<file path="src/sv/ckse_pkg.sv">
package ckse_pkg;

   localparam longint unsigned MaxContigLength = 64'd16777216;
   localparam longint unsigned MaxContigs      = 64'd65536;

   localparam int unsigned BASE_W   = 8;
   localparam int unsigned KSIZE_W  = 6;
   localparam int unsigned WORD_W   = 64;
   localparam int unsigned CONTIG_W = 16;
   localparam int unsigned POS_W    = 24;
   localparam int unsigned CSR_AW   = 3;
   localparam int unsigned CSR_DW   = 32;

   localparam longint unsigned PosLimitWide =
      (MaxContigLength - 64'd1 > 64'hFF_FFFF) ? 64'hFF_FFFF : MaxContigLength - 64'd1;
   localparam longint unsigned ContigLimitWide =
      (MaxContigs - 64'd1 > 64'hFFFF) ? 64'hFFFF : MaxContigs - 64'd1;

   localparam logic [POS_W-1:0]    POS_LIMIT    = PosLimitWide[POS_W-1:0];
   localparam logic [CONTIG_W-1:0] CONTIG_LIMIT = ContigLimitWide[CONTIG_W-1:0];

   localparam logic [KSIZE_W-1:0] KSIZE_RESET = 6'd31;
   localparam logic [KSIZE_W-1:0] KSIZE_MAX   = 6'd32;
   localparam logic [KSIZE_W-1:0] KSIZE_MIN   = 6'd1;

   // register index lives at paddr[2]
   localparam logic REG_KMER_SIZE = 1'b0;

   localparam logic [BASE_W-1:0] CHAR_A = 8'h41;
   localparam logic [BASE_W-1:0] CHAR_C = 8'h43;
   localparam logic [BASE_W-1:0] CHAR_G = 8'h47;
   localparam logic [BASE_W-1:0] CHAR_T = 8'h54;

   typedef struct packed {
      logic       valid;
      logic [1:0] code;
   } base_type;

   function automatic base_type decode_base(input logic [BASE_W-1:0] ch);
      base_type r;
      r.valid = 1'b1;
      r.code  = 2'd0;
      case (ch)
         CHAR_A:  r.code = 2'd0;
         CHAR_C:  r.code = 2'd1;
         CHAR_G:  r.code = 2'd2;
         CHAR_T:  r.code = 2'd3;
         default: r.valid = 1'b0;
      endcase
      return r;
   endfunction

endpackage

</file>
<file path="src/sv/canonical_kmer_stream_extractor_core.sv">
// Canonical k-mer extractor: one ASCII character per item, req_last_of_contig
// on the final character of each contig. Each A/C/G/T base, once the current
// run holds kmer_size bases, yields one item carrying the smaller of the forward
// and reverse-complement 2-bit k-mers (A=0 C=1 G=2 T=3), a strand flag, the
// contig index and the start offset; any other character restarts the run.
// Throughput is one item per clock when the output is not stalled; an accepted
// item goes to the input register, then through the single shift, mask and
// 64-bit compare stage into the result register, which drives rsp_valid. kmer_size
// (register 0, reset 31, 0 acts as 1, above 32 acts as 32) must be written only
// while the block is idle; a write restarts the run but keeps position and
// contig count. Position and contig counters saturate.
module canonical_kmer_stream_extractor_core
   import ckse_pkg::*;
(
   input  logic                clock,
   input  logic                reset,
   input  logic                req_valid,
   output logic                req_ready,
   input  logic [BASE_W-1:0]   req_base_char,
   input  logic                req_last_of_contig,
   output logic                rsp_valid,
   input  logic                rsp_ready,
   output logic [WORD_W-1:0]   rsp_canonical_kmer,
   output logic                rsp_forward_strand,
   output logic [CONTIG_W-1:0] rsp_contig_number,
   output logic [POS_W-1:0]    rsp_kmer_start,
   input  logic                csr_psel,
   input  logic                csr_penable,
   input  logic                csr_pwrite,
   input  logic [CSR_AW-1:0]   csr_paddr,
   input  logic [CSR_DW-1:0]   csr_pwdata,
   output logic [CSR_DW-1:0]   csr_prdata,
   output logic                csr_pready
);

   logic [KSIZE_W-1:0]  ksize_ff;
   logic                in_valid_ff;
   logic [BASE_W-1:0]   in_char_ff;
   logic                in_last_ff;
   logic [WORD_W-1:0]   fwd_ff, fwd_in;
   logic [WORD_W-1:0]   rc_ff, rc_in;
   logic [KSIZE_W-1:0]  run_ff, run_in;
   logic [POS_W-1:0]    pos_ff, pos_in;
   logic [CONTIG_W-1:0] contig_ff, contig_in;
   logic                rsp_valid_ff;
   logic [WORD_W-1:0]   rsp_kmer_ff;
   logic                rsp_fwd_ff;
   logic [CONTIG_W-1:0] rsp_contig_ff;
   logic [POS_W-1:0]    rsp_start_ff;

   logic                csr_wr;
   logic                advance;
   logic                emit;
   logic [KSIZE_W-1:0]  k_eff;
   logic [KSIZE_W-1:0]  km1;
   logic [6:0]          mask_sh;
   logic [WORD_W-1:0]   mask;
   logic [5:0]          rc_sh;
   logic [KSIZE_W-1:0]  run_inc;
   logic [WORD_W-1:0]   fwd_shift, rc_shift;
   logic                fwd_less;
   logic [POS_W-1:0]    start_val;
   base_type            base;

   assign csr_pready = 1'b1;
   assign csr_wr     = csr_psel & csr_penable & csr_pwrite & (csr_paddr[2] == REG_KMER_SIZE);
   assign csr_prdata = (csr_paddr[2] == REG_KMER_SIZE) ?
                       {{(CSR_DW-KSIZE_W){1'b0}}, ksize_ff} : '0;

   assign advance   = in_valid_ff & (~rsp_valid_ff | rsp_ready);
   assign req_ready = ~in_valid_ff | advance;

   always_comb begin
      if (ksize_ff == '0) begin
         k_eff = KSIZE_MIN;
      end else if (ksize_ff > KSIZE_MAX) begin
         k_eff = KSIZE_MAX;
      end else begin
         k_eff = ksize_ff;
      end
   end

   assign km1     = k_eff - KSIZE_MIN;
   assign mask_sh = 7'd64 - {k_eff, 1'b0};
   assign mask    = {WORD_W{1'b1}} >> mask_sh;
   assign rc_sh   = {km1[4:0], 1'b0};
   assign base    = decode_base(in_char_ff);

   always_comb begin
      fwd_shift = {fwd_ff[WORD_W-3:0], base.code} & mask;
      rc_shift  = ((rc_ff >> 2) | ({{(WORD_W-2){1'b0}}, 2'd3 - base.code} << rc_sh)) & mask;
      run_inc   = (run_ff < k_eff) ? run_ff + 6'd1 : run_ff;
      emit      = base.valid & (run_inc >= k_eff);
      fwd_less  = fwd_shift < rc_shift;
      start_val = (pos_ff >= {{(POS_W-KSIZE_W){1'b0}}, km1}) ?
                  pos_ff - {{(POS_W-KSIZE_W){1'b0}}, km1} : '0;

      fwd_in    = fwd_ff;
      rc_in     = rc_ff;
      run_in    = run_ff;
      pos_in    = pos_ff;
      contig_in = contig_ff;

      if (csr_wr) begin
         fwd_in = '0;
         rc_in  = '0;
         run_in = '0;
      end else if (advance) begin
         if (base.valid) begin
            fwd_in = fwd_shift;
            rc_in  = rc_shift;
            run_in = run_inc;
         end else begin
            fwd_in = '0;
            rc_in  = '0;
            run_in = '0;
         end
         if (in_last_ff) begin
            fwd_in = '0;
            rc_in  = '0;
            run_in = '0;
            pos_in = '0;
            if (contig_ff < CONTIG_LIMIT) begin
               contig_in = contig_ff + 16'd1;
            end
         end else if (pos_ff < POS_LIMIT) begin
            pos_in = pos_ff + 24'd1;
         end
      end
   end

   always_ff @(posedge clock) begin
      if (reset) begin
         ksize_ff     <= KSIZE_RESET;
         in_valid_ff  <= 1'b0;
         fwd_ff       <= '0;
         rc_ff        <= '0;
         run_ff       <= '0;
         pos_ff       <= '0;
         contig_ff    <= '0;
         rsp_valid_ff <= 1'b0;
      end else begin
         if (csr_wr) begin
            ksize_ff <= csr_pwdata[KSIZE_W-1:0];
         end
         if (req_ready) begin
            in_valid_ff <= req_valid;
         end
         fwd_ff    <= fwd_in;
         rc_ff     <= rc_in;
         run_ff    <= run_in;
         pos_ff    <= pos_in;
         contig_ff <= contig_in;
         if (advance) begin
            rsp_valid_ff <= emit;
         end else if (rsp_ready) begin
            rsp_valid_ff <= 1'b0;
         end
      end
   end

   always_ff @(posedge clock) begin
      if (req_ready & req_valid) begin
         in_char_ff <= req_base_char;
         in_last_ff <= req_last_of_contig;
      end
      if (advance & emit) begin
         rsp_kmer_ff   <= fwd_less ? fwd_shift : rc_shift;
         rsp_fwd_ff    <= fwd_less;
         rsp_contig_ff <= contig_ff;
         rsp_start_ff  <= start_val;
      end
   end

   assign rsp_valid          = rsp_valid_ff;
   assign rsp_canonical_kmer = rsp_kmer_ff;
   assign rsp_forward_strand = rsp_fwd_ff;
   assign rsp_contig_number  = rsp_contig_ff;
   assign rsp_kmer_start     = rsp_start_ff;

   a_run_bounded: assert property (@(posedge clock) disable iff (reset)
      run_ff <= k_eff || $past(csr_wr))
      else $error("run length beyond k");

   a_cfg_clears_run: assert property (@(posedge clock) disable iff (reset)
      csr_wr |=> (run_ff == '0 && fwd_ff == '0 && rc_ff == '0))
      else $error("config write did not clear run");

   a_last_clears_pos: assert property (@(posedge clock) disable iff (reset)
      (advance && in_last_ff && !csr_wr) |=> (pos_ff == '0 && run_ff == '0))
      else $error("contig end did not clear position");

   a_emit_full_run: assert property (@(posedge clock) disable iff (reset)
      (advance && emit && !in_last_ff && !csr_wr) |=> (rsp_valid_ff && run_ff == k_eff))
      else $error("item issued without a full run");

endmodule
</file>
<file path="config.mk">
export PLATFORM = sky130hd
export DESIGN_NAME = canonical_kmer_stream_extractor_core
export DESIGN_NICKNAME = d
export VERILOG_FILES = /design/src/sv/ckse_pkg.sv /design/src/sv/canonical_kmer_stream_extractor_core.sv
export SDC_FILE = /design/constraint.sdc
export NUM_CORES = 1
export LEC_CHECK = 0
export BUFFER_PORTS_ARGS = -buffer_cell sky130_fd_sc_hd__buf_2
export CAP_MARGIN = 15
export CORE_UTILIZATION = 45
export DETAILED_ROUTE_END_ITERATION = 16
export GPL_ROUTABILITY_DRIVEN = 0
export SLEW_MARGIN = 20
export SYNTH_ARGS = -nofsm -noshare
export SYNTH_HDL_FRONTEND = slang
export SYNTH_SLANG_ARGS = --single-unit
</file>
<file path="constraint.sdc">
create_clock -name clock -period 6.5 [get_ports clock]
set_input_delay 0.65 -clock clock [delete_from_list [all_inputs] [get_ports clock]]
set_output_delay 0.65 -clock clock [all_outputs]
set_load 0.05 [all_outputs]
</file>
* After elaboration in Yosys (flattened, before gate mapping) *
Cells that the tools add are included.

storage, ports and cells
  register bits after elaboration = 294
  logic and storage cells = 74

operators by class
  $add $sub $neg = 7
  eq/ne operators = 4
  bitwise operators = 16
  magnitude comparators = 7
  mux-type cells = 17
  reductions and logical operators = 7
  shifts and indexed selects = 2

operator list
  cell                     number
  $mux W64                 3
  $and A64 B64 Y64         2
  $mux W62                 2
  $lt A64 B64 Y1           1
  $or A62 B64 Y64          1
  $shl A2 B6 Y64           1
  $shr A64 B7 Y64 const A  1
  $mux W24                 2
  $mux W6                  6
  $eq A8 B7 Y1 const B     4
  $add A24 B1 Y24 const B  1
  $ge A24 B6 Y1            1
  $lt A24 B24 Y1 const B   1
  $sub A24 B6 Y24          1
  $add A16 B1 Y16 const B  1
  $lt A16 B16 Y1 const B   1
  $and A1 B1 Y1            7
  $sub A7 B7 Y7 const A    1
  $add A6 B1 Y6 const B    1
  $ge A6 B6 Y1             1
  $gt A6 B6 Y1 const B     1
  $logic_not A6 Y1         1
  $lt A6 B6 Y1             1
  $pmux W2 S3              1
  other kinds (10)         17

* Depth between registers and ports, before layout *
  depth in word-level cells = 9
  mapped depth = 23

* Least setup slack after synthesis *
No wires, ideal clock.

  path kind = reg-to-reg
  start point = register ksize_ff[5]
  end point = register rsp_kmer_ff[0] (netlist: rsp_canonical_kmer[0]), enable pin
  arrival time = 5.190 ns
  buffers on the path = 1
  library setup time = 0.472 ns
  setup slack = 0.838 ns
  stages on the path, launching flop included = 17
  clock period less this slack = 5.662 ns
  cell sequence = dfxtp_1 inv_1 nand2_1 ha_1 a21o_1 a21o_1 a21oi_1 o21a_1 clkbuf_1 mux2_2 ha_1 a21o_1 a21o_1 a21oi_1 nor2b_1 o21a_1 o21a_1

on the way
  longest elaborated chain between the ends = 8
  elaborated cells between the ends (all ways) = 9
  those cells by class = 3 x order compare; 3 x mux; 2 x bitwise; 1 x reduce/logical

RTL lines
  element                 line                                         text
  start, declared         canonical_kmer_stream_extractor_core.sv:36   logic [KSIZE_W-1:0] ksize_ff;
  start signal, assigned  canonical_kmer_stream_extractor_core.sv:144  ksize_ff <= csr_pwdata[KSIZE_W-1:0];
  $gt A6 B6 Y1            canonical_kmer_stream_extractor_core.sv:76   end else if (ksize_ff > KSIZE_MAX) begin
  $mux W6                 canonical_kmer_stream_extractor_core.sv:76
  $mux W6 *               canonical_kmer_stream_extractor_core.sv:74   if (ksize_ff == '0) begin
  $lt A6 B6 Y1            canonical_kmer_stream_extractor_core.sv:92   run_inc = (run_ff < k_eff) ? run_ff + 6'd1 : run_ff;
  $mux W6                 canonical_kmer_stream_extractor_core.sv:92
  $ge A6 B6 Y1 *          canonical_kmer_stream_extractor_core.sv:93   emit = base.valid & (run_inc >= k_eff);
  $and A1 B1 Y1 *         canonical_kmer_stream_extractor_core.sv:93
  $and A1 B1 Y1 *         canonical_kmer_stream_extractor_core.sv:167  if (advance & emit) begin
  end signal, assigned    canonical_kmer_stream_extractor_core.sv:168  rsp_kmer_ff <= fwd_less ? fwd_shift : rc_shift;
  end, declared           canonical_kmer_stream_extractor_core.sv:46   logic [WORD_W-1:0] rsp_kmer_ff;

Every way passes the cells marked *; elsewhere a longest branch is shown, timed or not.
A chain may end at the register's enable or synchronous reset.

* Worst setup path after layout *
  start point = register ksize_ff[5]
  end point = register rsp_kmer_ff[7] (netlist: rsp_canonical_kmer[7]), data pin

on the way
  longest elaborated chain between the ends = 9
  elaborated cells between the ends (all ways) = 13
  those cells by class = 2 x add/sub; 2 x order compare; 2 x shift; 3 x mux; 3 x bitwise; 1 x reduce/logical

RTL lines
  element                                                 line
  $gt A6 B6 Y1                                            canonical_kmer_stream_extractor_core.sv:76
  $mux W6                                                 canonical_kmer_stream_extractor_core.sv:76
  $mux W6 *                                               canonical_kmer_stream_extractor_core.sv:74
  branches (longest 5 deep; another with $lt A64 B64 Y1)  -
  $mux W64 *                                              canonical_kmer_stream_extractor_core.sv:168

Every way passes the cells marked *.

==> results.md <==
* Count leader, synth: nor2_1
* Port buffer count at 135
* Commonest cells post-synth: nor2_1, dfxtp_1, nand2_1
* Synthesis Warnings at 0
* Diode count at 0
* Area growth from synthesis to layout at 14.9%
* Initial antenna violation count at 0
* DIE WIDTH at 185 um
* Hold depth at 1
* Netlist cell types at 70
* WL per Instance at 17.5 um
* Hold path startpoint: req_base_char[3]
* Top_reg_cell synth: dfxtp_1
* Pleak at 0.00783 uW
* Die Y at 185 um
* Maximum vdd ir drop at 0.000192 V
* Setup crit end kind: flop
* Number of routed nets with antenna violations at 0
* I/O pins at 191
* Met3 wire len at 2010 um
* Post-CTS Setup Inserts at 0
* Met1 Routed Length at 18000 um
* Worst Hold Endpoint: in_char_ff[3]
* DP Cell Count at 2158
* Cells on worst reg2reg path at 22
* Placed Area at 16300 um2
* Layout Nets at 1888
* Clock sink count at 292
* Wirelength, routed at 38800 um
* Max-slew headroom at 0.322
* Clock transition at path regs at 0.06 ns
* FMAX at 0.172 GHz
* FP Rows at 66
* GR Util All Layers at 0.225
* EDFF count, synth at 114
* Number of global-route vias before repair at 11600
* Startpoint types: flop
* Util after Layout at 0.529
* Area contributors post-synth: dfxtp_1, edfxtp_1, ha_1, nor2_1, mux2i_1
* Clock latency on the worst-skew pair at 0.57 ns
* HPWL after DPL at 26800 um
* Layout cells sized above 1 at 0.144
* Min Tclk post-route at 5.82 ns
* Synth top area share at 0.236
* Area of the multi-input gates at 7270 um2
* CTS resizes at 0
* Drt pass-1 iters at 6
* Pwr dens at 234 nW/um2
* First-pass GRT wire length at 61300 um
* Highest routed layer: met4
* Sequential-to-total area share from yosys stat at 0.463
* Starting density of the core at 0.460
* Non-Filler Instances at 2216
* Worst Path Arrival at 6.19 ns
* Crit Path Category: flop to flop
* Post-route setup TNS at 0 ns
* Status: finished clean
* Clk Tree Root Cell: clkbuf_16
* Pwr Total at 4050 uW
* Fill cells at 3037
* CTS buffer count at 31
* Post-Syn Area at 15100 um2
* Hold Buf Count CTS at 0
* Worst R2R Start: ksize_ff[5]
* Crit path required time at 6.87 ns
* Async set or reset register ratio after synthesis at 0
* DR iter-0 viols at 975
* HP Class: primary input to flop
* H-tree levels at 1
* Max clock buf depth at 3
* Core area at 32800 um2
* Cells after Synth at 1611
* Largest area contributor in the netlist: dfxtp_1
* Reg2reg end: rsp_canonical_kmer[7]
* Least-Margin Pin Slew at 1.02 ns
* Skew final at 0.00915 ns
* CTS tree: yes
* Maxcap violations at 0
* DR vias at 12100
* Setup slack, reg-to-reg at 0.68 ns
* # DRC at 0
* Tcrit/Tclk final at 0.895
* RSZ-0062 raised after global routing: false
* Design Area, Final at 17300 um2
* Crit Path Max Fanout at 19
* Pins Over Slew Limit at 0
* Die area at 34200 um2
* Gr ovfl total at 0
* Mapped Avg Cell Area at 9.36 um2
* Metal2 WL at 17900 um
* Final hold violations at 0
* Largest net degree at the start of global routing at 89
* DR vias/cell at 5.47
* Register area at 6990 um2
* Endpoints failing setup at 0
* Seq cells post-synth at 292
[metrics by stage]
step,hold slack (ns),worst slack (ns)
2_1_floorplan,0.432,0.838
3_3_place_gp,0.462,0.839
3_5_place_dp,0.467,0.751
4_1_cts,0.230,0.690
5_1_grt,0.235,0.370
6_report,0.257,0.680
[layer usage]
layer | vias up | track usage
met2 | 330 | 0.368
met5 | - | 0
met4 | 0 | 0.0595
li1 | 5941 | -
met1 | 5783 | 0.312
met3 | 64 | 0.0303
[report_power, final]
part	switching, uW	internal (uW)	total, uW
clock network	751	1090	1840
registers	8.60	1900	1910
logic	218	89.6	308
total	978	3080	4050
[area by class of cell]
class                           instances  share of cell area
Clock buffer                           41              0.0475
Clock inverter                         17              0.0129
Inverter                               88              0.0193
Multi-Input combinational cell       1144               0.419
Sequential cell                       292               0.403
Tap cell                              442              0.0319
Timing Repair Buffer                  192              0.0658
[logic make-up after synthesis]
group                      Yosys count  share of synthesized area
DFF                                292                      0.463
buffers and inverters              201                     0.0636
other                                2                   0.000498
xor gates and xnor gates            49                     0.0285
muxes                               70                     0.0467
and+or+nand+nor                    586                      0.180
AOI/OAI and AO/OA                  323                      0.143
adders and majority gates           88                     0.0735
[worst max-delay path: stages, from the launching register on]
cell and delay [ns]:
dfxtp_1 0.45, inv_1 0.17, o21a_1 0.22, inv_1 0.25
ha_1 0.29, or3b_1 0.36, a221o_1 0.34, inv_1 0.14
buf_12 0.18, buf_4 0.18, nand3_1 0.11, nor3_1 0.25
o21ai_0 0.19, ha_1 0.38, a21oi_1 0.14, o21ai_0 0.11
a221oi_1 0.43, o32ai_1 0.14, o31ai_1 0.36, o211ai_1 0.23
clkinv_4 0.09, buf_4 0.25, mux2i_1 0.34
[how the worst max path moves through the flow]
stage | from | end | slack [ns] | depth (start not counted)
final | ksize_ff[5] | rsp_canonical_kmer[7] | 0.68 | 22
after global routing | ksize_ff[5] | rsp_canonical_kmer[32] | 0.37 | 22
after CTS | ksize_ff[5] | rsp_canonical_kmer[32] | 0.69 | 23
after detailed placement | ksize_ff[5] | rsp_canonical_kmer[43] | 0.75 | 22
after global placement | ksize_ff[5] | rsp_canonical_kmer[9] | 0.84 | 22
after floorplan | ksize_ff[5] | rsp_canonical_kmer[0] | 0.84 | 16
[layout by cell type (no fill, tap or decap), drive strengths merged, types with 22 or more instances in the layout]
cell,n
nor2,255
nand2,129
xor2,29
dfxtp,178
ha,87
conb,28
nor3,36
a2bb2oi,61
nor2b,22
nand4,31
o21ai,96
edfxtp,114
mux2i,67
nand3,31
a21oi,56
a22oi,60
clkbuf,41
buf,192
inv,88
[sequential cells by signal (all words and copies together), names as in the netlist]
signal	flops
rsp_forward_strand	1
rsp_canonical_kmer	64
contig_ff	16
in_char_ff	8
fwd_ff	62
run_ff	6
rsp_valid	1
rsp_kmer_start	24
in_last_ff	1
ksize_ff	6
in_valid_ff	1
rsp_contig_number	16
pos_ff	24
rc_ff	62
No activity file was read; power rests on OpenSTA's default activity.
